===== config.mk =====
export PLATFORM = sky130hd
export DESIGN_NAME = mcfe_controller
export DESIGN_NICKNAME = d
export VERILOG_FILES = /design/src/rtl/mcfe_pkg.sv /design/src/rtl/mcfe_controller.sv
export SDC_FILE = /design/constraint.sdc
export NUM_CORES = 1
export LEC_CHECK = 0
export ABC_CLOCK_PERIOD_IN_PS = 1200
export BUFFER_PORTS_ARGS = -buffer_cell sky130_fd_sc_hd__buf_2
export CORE_AREA = 2 2 39 41
export DETAILED_ROUTE_END_ITERATION = 10
export DIE_AREA = 0 0 41 43
export SLEW_MARGIN = 20
export SYNTH_ARGS = -nofsm -noshare
export SYNTH_HDL_FRONTEND = slang
export SYNTH_SLANG_ARGS = --single-unit

===== constraint.sdc =====
create_clock -name clk -period 1.2 [get_ports clk]
set_input_delay 0.3 -clock clk [delete_from_list [all_inputs] [get_ports clk]]
set_output_delay 0.3 -clock clk [all_outputs]
set_load 0.005 [all_outputs]

===== src/rtl/mcfe_pkg.sv =====
// Shared constants, register and operation codes, and controller/datapath
// command and status types for the multichannel FIR equalizer.
// No dependencies.
`timescale 1ns / 1ps

package mcfe_pkg;

	localparam int MAX_TAPS           = 2048;
	localparam int MAX_CHANNELS       = 8;
	localparam int SAMPLE_BITS        = 24;
	localparam int TAP_BITS           = 24;
	localparam int TAP_FRACTION_BITS  = 22;
	localparam int CHANNEL_BITS       = 3;
	localparam int TAP_INDEX_BITS     = 11;
	localparam int TAP_COUNT_BITS     = 12;
	localparam int CHANNEL_COUNT_BITS = 4;
	localparam int CFG_INDEX_BITS     = 1;
	localparam int CFG_DATA_BITS      = 12;
	localparam int IN_DATA_BITS       = 64;
	localparam int OUT_DATA_BITS      = 32;

	localparam logic OP_PUSH = 1'b0;
	localparam logic OP_TAP  = 1'b1;

	localparam logic [CFG_INDEX_BITS-1:0] REG_TAP_COUNT     = 1'b0;
	localparam logic [CFG_INDEX_BITS-1:0] REG_CHANNEL_COUNT = 1'b1;

	localparam logic [TAP_COUNT_BITS-1:0]     TAP_COUNT_RESET     = 12'd2048;
	localparam logic [CHANNEL_COUNT_BITS-1:0] CHANNEL_COUNT_RESET = 4'd2;

	typedef struct packed {
		logic clear_en;
		logic capture;
		logic tap_write;
		logic push_write;
		logic mac_issue;
		logic load_out;
	} mcfe_cmd_t;

	typedef struct packed {
		logic clear_last;
		logic is_tap;
		logic chan_ok;
		logic last_issue;
		logic pipe_busy;
		logic out_free;
	} mcfe_stat_t;

endpackage


===== src/rtl/mcfe_controller.sv =====
// Sequencing state machine for the multichannel FIR equalizer.
// Depends on mcfe_pkg for the command and status types.
`timescale 1ns / 1ps

module mcfe_controller (
	input  logic                clk,
	input  logic                arst_n,
	input  logic                in_valid,
	output logic                in_ready,
	input  mcfe_pkg::mcfe_stat_t stat,
	output mcfe_pkg::mcfe_cmd_t  cmd
);

	localparam logic [2:0] ST_CLEAR  = 3'd0;
	localparam logic [2:0] ST_IDLE   = 3'd1;
	localparam logic [2:0] ST_DECODE = 3'd2;
	localparam logic [2:0] ST_MAC    = 3'd3;
	localparam logic [2:0] ST_DRAIN  = 3'd4;
	localparam logic [2:0] ST_FINISH = 3'd5;

	logic [2:0] state_q;
	logic [2:0] state_next;

	assign in_ready = (state_q == ST_IDLE);

	always_comb begin
		cmd        = '0;
		state_next = state_q;
		case (state_q)
			ST_CLEAR: begin
				cmd.clear_en = 1'b1;
				if (stat.clear_last) begin
					state_next = ST_IDLE;
				end
			end
			ST_IDLE: begin
				cmd.capture = in_valid;
				if (in_valid) begin
					state_next = ST_DECODE;
				end
			end
			ST_DECODE: begin
				if (stat.is_tap) begin
					cmd.tap_write = 1'b1;
					state_next    = ST_IDLE;
				end else if (!stat.chan_ok) begin
					state_next = ST_IDLE;
				end else begin
					cmd.push_write = 1'b1;
					state_next     = ST_MAC;
				end
			end
			ST_MAC: begin
				cmd.mac_issue = 1'b1;
				if (stat.last_issue) begin
					state_next = ST_DRAIN;
				end
			end
			ST_DRAIN: begin
				if (!stat.pipe_busy) begin
					state_next = ST_FINISH;
				end
			end
			ST_FINISH: begin
				if (stat.out_free) begin
					cmd.load_out = 1'b1;
					state_next   = ST_IDLE;
				end
			end
			default: begin
				state_next = ST_IDLE;
			end
		endcase
	end

	always_ff @(posedge clk or negedge arst_n) begin
		if (!arst_n) begin
			state_q <= ST_CLEAR;
		end else begin
			state_q <= state_next;
		end
	end

	a_push_starts_mac: assert property (@(posedge clk) disable iff (!arst_n)
		cmd.push_write |=> cmd.mac_issue)
		else $error("push did not start the tap sweep");

	a_load_after_drain: assert property (@(posedge clk) disable iff (!arst_n)
		cmd.load_out |-> (!stat.pipe_busy && stat.out_free))
		else $error("result loaded while products in flight or output busy");

	a_idle_pipe_empty: assert property (@(posedge clk) disable iff (!arst_n)
		in_ready |-> !stat.pipe_busy)
		else $error("accepting while products in flight");

endmodule


==> results of run 1 <==
## where the power goes
| group | internal (W) | switching, W | total, W |
|---|---|---|---|
| Clock | 0.000124 | 0.0000476 | 0.000172 |
| Combinational | 0.000384 | 0.000299 | 0.000683 |
| Sequential | 0.000158 | 0.0000715 | 0.000229 |
| Total | 0.000666 | 0.000418 | 0.00108 |
## critical path, delay by kind of cell (launching register included)
kind	cells	cell delay, ps
AND/OR/NAND/NOR	2	370
flip-flops	1	370
buffers and inverters	1	150
## routing by layer
layer	global-route usage, %	routed length [um]	part of all wire, %	up-vias
li1	-	-	-	154
met4	2.000	0	0	0
met2	15.94	374	56	9
met1	6.129	241	36	145
met5	0	0	0	-
met3	6.806	57	8.5	0
## timing repair
item                                   in CTS  in global routing
resized for setup                           4                  4
buffers inserted                            0                  2
hold buffers                                1                  0
setup endpoints to repair                   7                  7
endpoints found under the hold margin       3                  0
pin swaps                                   0                  1
## final timing paths
path	slack, ps	to	start
setup / recovery	-220	cmd[2]	state_q[2]
hold / removal	320	state_q[2]	stat[2]
setup reg to reg	90	state_q[0]	state_q[1]
hold reg to reg	670	state_q[1]	state_q[2]
max in group asynchronous	690	state_q[0]	arst_n
min in group asynchronous	390	state_q[1]	arst_n
## logic make-up after synthesis
kind of cell / Yosys count
buf+inv: 3
compound gates: 8
flops: 3
simple gates: 15
## final cells by class
class | count | area, um2 | area share, %
clock buffers | 4 | 26.28 | 5.983
inverters | 2 | 7.507 | 1.709
multi-input cells | 23 | 166.4 | 37.89
flip-flops and latches | 3 | 77.57 | 17.66
well taps | 16 | 20.02 | 4.558
repair buffers | 23 | 141.4 | 32.19
## cell usage in the layout (no fill, tap or decap), types with 2 or more instances in the layout
cell type,synthesis,layout
buf_2,0,15
nor2_4,0,2
o21ai_0,2,2
a21oi_1,3,3
clkbuf_4,0,3
dfrtp_2,0,2
nor2_1,3,2
nand2_1,3,3
buf_4,0,6
inv_1,2,2
## stage by stage
| stage | setup WS [ps] | TNS, ps | utilization [%] |
|---|---|---|---|
| after floorplan | 40.77 | 0 | - |
| after global placement | -11.05 | -11.05 | 25.95 |
| after detailed placement | -52.35 | -54.64 | 25.95 |
| after CTS | -242.0 | -1358 | 29.48 |
| after global routing | -279.2 | -1767 | 31.74 |
| final | -221.6 | -1335 | 31.74 |
==> flow_metrics.env, run 1 <==
export IMPL_violations="setup timing"
export IMPL_synth_top_family_by_area="simple AND/OR/NAND/NOR gates"
export IMPL_place_area_um2=359.1
export IMPL_clockBufferDepth=2
export IMPL_final_hold_viol_count=0
export IMPL_synth_top_area_share_pct=31.58
export IMPL_cts_sinks=3
export IMPL_regMostFlops="state_q"
export IMPL_dp_hpwl_um=537.4
export IMPL_dr_first_iter_drc_count=1
export IMPL_io_pins=16
export IMPL_rsz0062_at_grt="true"
export IMPL_fmax_mhz=703.4
export IMPL_cp_max_fo=4
export IMPL_final_nets=65
export IMPL_synthTopCellsByArea="dfrtp_1, a21oi_1, nor4b_2"
export IMPL_place_gp_congestion=0.7272
export IMPL_dr_pass1_iters=2
export IMPL_drive_gt1_share_pct=60.00
export IMPL_crit_path_start_kind="register"
export IMPL_synth_compound_area_share_pct=20.53
export IMPL_die_y_um=43
export IMPL_insertion_delay_ps=230
export IMPL_timing_final_crit_share_pct=118.5
export IMPL_dieArea_mm2=0.001763
export IMPL_critPathKind="register to output pin"
export IMPL_cts_buffers=3
export IMPL_p_per_area_mw_per_mm2=2468
export IMPL_clkTransAtPathRegs_ps=40
export IMPL_slowest_delay_ps=370
export IMPL_ys_top_cells_by_count="a21oi_1, dfrtp_1, nand2_1, nor2_1"
export IMPL_drc=0
export IMPL_hp_class="input port to register"
export IMPL_htree_levels=1
export IMPL_worstPathCellList="nand2b_4 > nor4b_2 > buf_2"
export IMPL_skew_ps=3.105
export IMPL_ys_types=18
export IMPL_gr_total_overflow=0
export IMPL_yosys_area_share_adder_pct=0
export IMPL_yosys_warnings=0
export IMPL_drt_total_wl_um=672
export IMPL_slowest_stage="dfrtp_1"
export IMPL_synth_edf_count=0
export IMPL_grt_pass1_vias=294
export IMPL_finalSetupViolations=7
export IMPL_synth_simple_area_share_pct=40.00
export IMPL_tightest_slew_ps=270.4
export IMPL_synthMuxAreaShare_pct=0
export IMPL_drv_cap=0
export IMPL_synthFlopType="dfrtp_1"
export IMPL_crit_arrival_ps=1120
export IMPL_die_w_um=41
export IMPL_synthesis_area_um2=237.7
export IMPL_required_ps=900
export IMPL_status="complete, but fails checks"
export IMPL_largest_register_ffs=3
export IMPL_grt_max_degree=7
export IMPL_critPathCaptureType="output pin"
export IMPL_final_cell_area_um2=439.2
export IMPL_hold_worst_slack_ps=322.3
export IMPL_yosysTopAreaCell="dfrtp_1"
export IMPL_synthXorXnorAreaFrac_pct=0
export IMPL_track_usage_pct=8.643
export IMPL_wl_per_cell_um=9.465
export IMPL_antenna_found_initial=0
export IMPL_drv_slew=0
export IMPL_dp_cells=64
export IMPL_synth_avg_cell_area_um2=8.198
export IMPL_vias=308
export IMPL_r2r_cells=3
export IMPL_final_cells=71
export IMPL_power_w=0.001084
export IMPL_grt_pass1_wl_um=1007
export IMPL_ys_ff_latch=3
export IMPL_postRouteAntennaNets=0
export IMPL_holdPathStages=2
export IMPL_start_util_pct=17.18
export IMPL_port_buffers=15
export IMPL_period_minus_slack_ps=1422
export IMPL_cts_tree="done"
export IMPL_syn_nets=38
export IMPL_setup_slack_ps=-221.6
export IMPL_power_leakage_nw=0.2284
export IMPL_coreArea_mm2=0.001384
export IMPL_syn_inst=29
export IMPL_synthArstFlopShare_pct=100.0
export IMPL_peakVddDrop_v=0.0007976
export IMPL_n_antenna_cell=0
export IMPL_core_rowCount=14
export IMPL_slew_headroom_pct=81.92
export IMPL_syn_to_final_growth_pct=84.74
export IMPL_ctsRootBufferMaster="clkbuf_4"
export IMPL_drt_vias_per_instance=4.338
export IMPL_seq_area_frac_synth_pct=31.58
export IMPL_largestRegisters="state_q (3)"
export IMPL_fillers=165
No activity file was read; power rests on OpenSTA's default activity.
==> run 2: changes to the inputs <==
--- a/config.mk
+++ b/config.mk
@@ -10,6 +10,7 @@
 export CORE_AREA = 2 2 39 41
 export DETAILED_ROUTE_END_ITERATION = 10
 export DIE_AREA = 0 0 41 43
+export SETUP_SLACK_MARGIN = 0.5
 export SLEW_MARGIN = 20
 export SYNTH_ARGS = -nofsm -noshare
 export SYNTH_HDL_FRONTEND = slang
==> run 2 against run 1 <==
Compared with the run above:
- the flow still finishes with violations (setup timing)
- maximum frequency is essentially flat
- combinational power grew 13%
- sequential share of layout area shrank 1.5 points
- clock power is essentially flat
- total power grew 11%
- setup slack is essentially flat
- critical endpoint unchanged
- highest routed layer is now met4
==> flow_metrics.env, run 2 (synthesis gave the netlist of run 1 again) <==
export IMPL_fmax_mhz=703.4
export IMPL_comb_power_share_pct=64.2
export IMPL_clkTransAtPathRegs_ps=40
export IMPL_final_cell_mix="buf_2, buf_4, nand2_1, clkbuf_4, buf_6"
export IMPL_port_buffers=15
export IMPL_track_usage_pct=10.35
export IMPL_final_hold_viol_count=0
export IMPL_multi_input_area_um2=183.9
export IMPL_drt_total_wl_um=735
export IMPL_drv_cap=0
export IMPL_violations="setup timing"
export IMPL_place_gp_congestion=0.8402
export IMPL_critPathCaptureType="output pin"
export IMPL_r2r_cells=3
export IMPL_tightest_slew_ps=224.5
export IMPL_skew_ps=5.036
export IMPL_wl_per_cell_um=10.07
export IMPL_dr_pass1_iters=2
export IMPL_die_w_um=41
export IMPL_critPathKind="register to output pin"
export IMPL_core_rowCount=14
export IMPL_place_area_um2=385.4
export IMPL_holdPathStages=2
export IMPL_cts_sinks=3
export IMPL_drc=0
export IMPL_timing_final_crit_share_pct=118.5
export IMPL_p_seq_share_pct=21.4
export IMPL_intPower_w=0.0007316
export IMPL_p_clk_share_pct=14.4
export IMPL_dp_hpwl_um=523.3
export IMPL_period_minus_slack_ps=1422
export IMPL_status="complete, but fails checks"
export IMPL_finalSetupViolations=7
export IMPL_r2r_end="state_q[0]"
export IMPL_start_util_pct=17.18
export IMPL_switching_share_pct=39.37
export IMPL_final_common_cell="buf_2"
export IMPL_vias=303
export IMPL_dieArea_mm2=0.001763
export IMPL_fillers=143
export IMPL_largest_register_ffs=3
export IMPL_htree_levels=1
export IMPL_dp_cells=65
export IMPL_min_from="stat[2]"
export IMPL_largestRegisters="state_q (3)"
export IMPL_hold_path_endpoint="state_q[2]"
export IMPL_required_ps=900
export IMPL_r2r_start="state_q[0]"
export IMPL_hp_class="input port to register"
export IMPL_final_cell_area_um2=479.2
export IMPL_n_antenna_cell=0
export IMPL_io_pins=16
export IMPL_grt_pass1_vias=302
export IMPL_clockBufferDepth=2
export IMPL_drv_slew=0
export IMPL_p_per_area_mw_per_mm2=2518
export IMPL_switchingPower_w=0.0004751
export IMPL_die_y_um=43
export IMPL_peakVddDrop_v=0.001334
export IMPL_syn_to_final_growth_pct=101.6
export IMPL_antenna_found_initial=0
export IMPL_grt_pass1_wl_um=1221
export IMPL_drt_vias_per_instance=4.151
export IMPL_gr_total_overflow=0
export IMPL_drive_gt1_share_pct=66.67
export IMPL_postRouteAntennaNets=0
export IMPL_power_leakage_nw=0.2472
export IMPL_seqCellArea_um2=77.57
export IMPL_coreArea_mm2=0.001384
export IMPL_dr_first_iter_drc_count=9
export IMPL_rsz0062_at_grt="true"
export IMPL_pre_cts_ws_ps=-7.075
export IMPL_insertion_delay_ps=230
export IMPL_crit_path_start_kind="register"
export IMPL_r2r_slack_ps=110
export IMPL_ctsRootBufferMaster="clkbuf_4"
export IMPL_crit_arrival_ps=1120
export IMPL_final_nets=67
export IMPL_cp_max_fo=8
export IMPL_grt_max_degree=9
export IMPL_regMostFlops="state_q"
export IMPL_cts_buffers=3
export IMPL_final_cells=73
export IMPL_cts_tree="done"
export IMPL_setup_slack_ps=-221.6
export IMPL_slew_headroom_pct=85.00
## run 2: final cells by class
| type | count | share of cell area, % |
|---|---|---|
| clock buffers | 4 | 5.483 |
| inverters | 2 | 1.567 |
| flip-flops and latches | 3 | 16.19 |
| multi-input cells | 23 | 38.38 |
| repair buffers | 25 | 34.20 |
| well taps | 16 | 4.178 |
## run 2: worst max-delay path by stage
stage / start / to / slack [ps] / cells past startpoint
after floorplan: state_q[2] / cmd[2] / 70 / 2
after global placement: state_q[2] / cmd[2] / 0.8 / 3
after detailed placement: state_q[0] / cmd[3] / -7 / 3
after CTS: state_q[0] / cmd[2] / -230 / 2
after global routing: state_q[2] / cmd[2] / -300 / 3
final: state_q[0] / cmd[2] / -220 / 2
## run 2: power groups by stage
| stage | clock, W | combinational [W] | sequential [W] |
|---|---|---|---|
| 2_1_floorplan | 0 | 0.000345 | 0.000221 |
| 3_3_place_gp | 0 | 0.000594 | 0.000235 |
| 3_5_place_dp | 0 | 0.000590 | 0.000240 |
| 4_1_cts | 0.000187 | 0.000740 | 0.000247 |
| 5_1_grt | 0.000199 | 0.000836 | 0.000266 |
| 6_report | 0.000174 | 0.000775 | 0.000258 |
## run 2: what timing repair did
| item | CTS | global route |
|---|---|---|
| hold buffers | 1 | 0 |
| setup endpoints to repair | 10 | 10 |
| endpoints found under the hold margin | 3 | 0 |
| resized for setup | 7 | 2 |
| buffers inserted | 2 | 1 |
| pin swaps | 3 | 1 |
## run 2: through the flow
stage | hold WS (ps) | TNS (ps) | util (%) | power (W)
after floorplan | 4.409 | 0 | - | 0.0005658
after global placement | 98.84 | 0 | 27.85 | 0.0008284
after detailed placement | 96.55 | -11.95 | 27.85 | 0.0008299
after CTS | 303.1 | -1449 | 33.82 | 0.001174
after global routing | 316.6 | -1854 | 34.63 | 0.001302
final | 313.2 | -1424 | 34.63 | 0.001207
## run 2: worst max-delay path, stage by stage, from the launching register on
cell and delay (ps):
dfrtp_2 470, nor4b_4 270, buf_2 140
## run 2: per-layer routing
layer	vias up	global-route usage (%)	routed length, um
met5	-	0	0
met4	0	6.000	10
met3	2	3.141	41
met2	12	16.25	368
met1	131	11.61	313
li1	158	-	-
==> run 3: changes to the inputs <==
--- a/config.mk
+++ b/config.mk
@@ -8,6 +8,7 @@
 export ABC_CLOCK_PERIOD_IN_PS = 1200
 export BUFFER_PORTS_ARGS = -buffer_cell sky130_fd_sc_hd__buf_2
 export CORE_AREA = 2 2 39 41
+export CTS_BUF_LIST = sky130_fd_sc_hd__clkbuf_8
 export DETAILED_ROUTE_END_ITERATION = 10
 export DIE_AREA = 0 0 41 43
 export SETUP_SLACK_MARGIN = 0.5
==> run 3 against run 2 <==
Compared with the run above:
- the run still ends with setup timing left
- utilization rose by 4.1 points
- clock skew increased by 2.6 ps
- setup slack better by 3.3 ps
- sequential power about the same
- final cell count is 4.1% higher
- die area did not move
- global-route usage up 0.10 points
- hold slack better by 13 ps
==> flow_metrics.env, run 3 (synthesis gave the netlist of run 1 again) <==
export IMPL_regMostFlops="state_q"
export IMPL_coreArea_mm2=0.001384
export IMPL_place_gp_congestion=0.8402
export IMPL_hp_class="input port to register"
export IMPL_dr_pass1_iters=4
export IMPL_dp_cells=65
export IMPL_grt_pass1_vias=304
export IMPL_worst_path_buf_inv=1
export IMPL_timing_final_crit_share_pct=118.2
export IMPL_htree_levels=1
export IMPL_slowest_delay_ps=480
export IMPL_rsz0062_at_grt="true"
export IMPL_largest_register_ffs=3
export IMPL_setup_tns_ps=-1334
export IMPL_fmax_mhz=705.1
export IMPL_dp_hpwl_um=523.3
export IMPL_final_cells=76
export IMPL_gr_total_overflow=0
export IMPL_required_ps=900
export IMPL_drv_slew=0
export IMPL_dr_first_iter_drc_count=3
export IMPL_slowest_stage="dfrtp_2"
export IMPL_cts_tree="done"
export IMPL_drv_cap=0
export IMPL_grt_pass1_wl_um=1248
export IMPL_n_antenna_cell=0
export IMPL_postRouteAntennaNets=0
export IMPL_crit_arrival_ps=1120
export IMPL_final_cell_mix="buf_2, buf_4, buf_6"
export IMPL_drc=0
export IMPL_crit_family="flip-flops"
export IMPL_syn_to_final_growth_pct=125.3
export IMPL_drt_total_wl_um=840
export IMPL_period_minus_slack_ps=1418
export IMPL_insertion_delay_ps=220
export IMPL_largestRegisters="state_q (3)"
export IMPL_dieArea_mm2=0.001763
export IMPL_tightest_slew_ps=227.0
export IMPL_violations="setup timing"
export IMPL_p_per_area_mw_per_mm2=2697
export IMPL_crit_path_start_kind="register"
export IMPL_drive_gt1_share_pct=71.67
export IMPL_clockBufferDepth=2
export IMPL_grt_max_degree=9
export IMPL_status="complete, but fails checks"
export IMPL_start_util_pct=17.18
export IMPL_slew_headroom_pct=84.83
export IMPL_core_rowCount=14
export IMPL_cp_max_fo=8
export IMPL_die_w_um=41
export IMPL_final_cell_area_um2=535.5
export IMPL_track_usage_pct=10.45
export IMPL_vias=333
export IMPL_final_common_cell="buf_2"
export IMPL_cts_buffers=3
export IMPL_die_y_um=43
export IMPL_worstPathCellList="nor4b_4 > buf_2"
export IMPL_drt_vias_per_instance=4.382
export IMPL_peakVddDrop_v=0.001205
export IMPL_critPathKind="register to output pin"
export IMPL_place_area_um2=385.4
export IMPL_ctsRootBufferMaster="clkbuf_8"
export IMPL_cts_sinks=3
export IMPL_setup_slack_ps=-218.3
export IMPL_finalSetupViolations=7
export IMPL_final_hold_viol_count=0
export IMPL_power_w=0.001444
export IMPL_port_buffers=15
export IMPL_skew_ps=7.603
export IMPL_antenna_found_initial=0
export IMPL_final_nets=70
export IMPL_power_leakage_nw=0.2785
export IMPL_io_pins=16
export IMPL_clkTransAtPathRegs_ps=40
export IMPL_critPathCaptureType="output pin"
export IMPL_wl_per_cell_um=11.05
## run 3: stage by stage
| stage | utilization, % | hold WS (ps) | setup WS, ps |
|---|---|---|---|
| detailed placement | 27.85 | 96.55 | -7.075 |
| finish | 38.70 | 325.8 | -218.3 |
| global route | 38.70 | 344.6 | -283.5 |
| CTS | 35.17 | 325.7 | -205.7 |
| global placement | 27.85 | 98.84 | 0.7633 |
| floorplan | - | 4.409 | 73.51 |
## run 3: final timing paths
| check | slack, ps | from | to | depth (start not counted) |
|---|---|---|---|---|
| hold reg to reg | 670 | state_q[2] | state_q[1] | 3 |
| min in group asynchronous | 400 | arst_n | state_q[0] | 2 |
| setup / recovery | -220 | state_q[0] | cmd[2] | 2 |
| max in group asynchronous | 670 | arst_n | state_q[1] | 2 |
| hold / removal | 330 | stat[2] | state_q[2] | 2 |
| setup reg to reg | 10 | state_q[1] | state_q[1] | 6 |
## run 3: layout make-up
cell class	instances	area [um2]
fill	135	848.3
sequential	3	77.57
multi-input combinational	23	191.4
tap	16	20.02
inverter	2	7.507
clock buffer	3	41.29
clock inverter	1	3.754
timing repair buffer	28	193.9
## run 3: repair_timing
action | CTS | global route
cloned | 0 | 0
hold buffers | 1 | 0
gates resized for setup | 7 | 6
setup endpoints to repair | 10 | 10
pin swaps | 3 | 2
buffers inserted | 2 | 4
endpoints found under the hold margin | 3 | 0
## run 3: worst register-to-register path, delay by kind of cell (launching register included)
kind / cells / cell delay (ps)
AOI/OAI and AO/OA: 2 / 180
buffers and inverters: 3 / 390
and+or+nand+nor: 1 / 50
DFF: 1 / 450
## run 3: power breakdown
group	switching [W]	internal [W]	total, W
Sequential	0.000102	0.000158	0.000260
Combinational	0.000365	0.000531	0.000896
Clock	0.0000704	0.000218	0.000289
Total	0.000537	0.000907	0.00144
## run 3: metal layers
layer	up-vias	wire (um)	part of all wire, %	track usage [%]
met5	-	0	0	0
met4	0	16	1.9	6.000
met3	2	52	6.2	1.571
met2	14	448	53	17.19
met1	154	322	38	11.94
li1	163	-	-	-
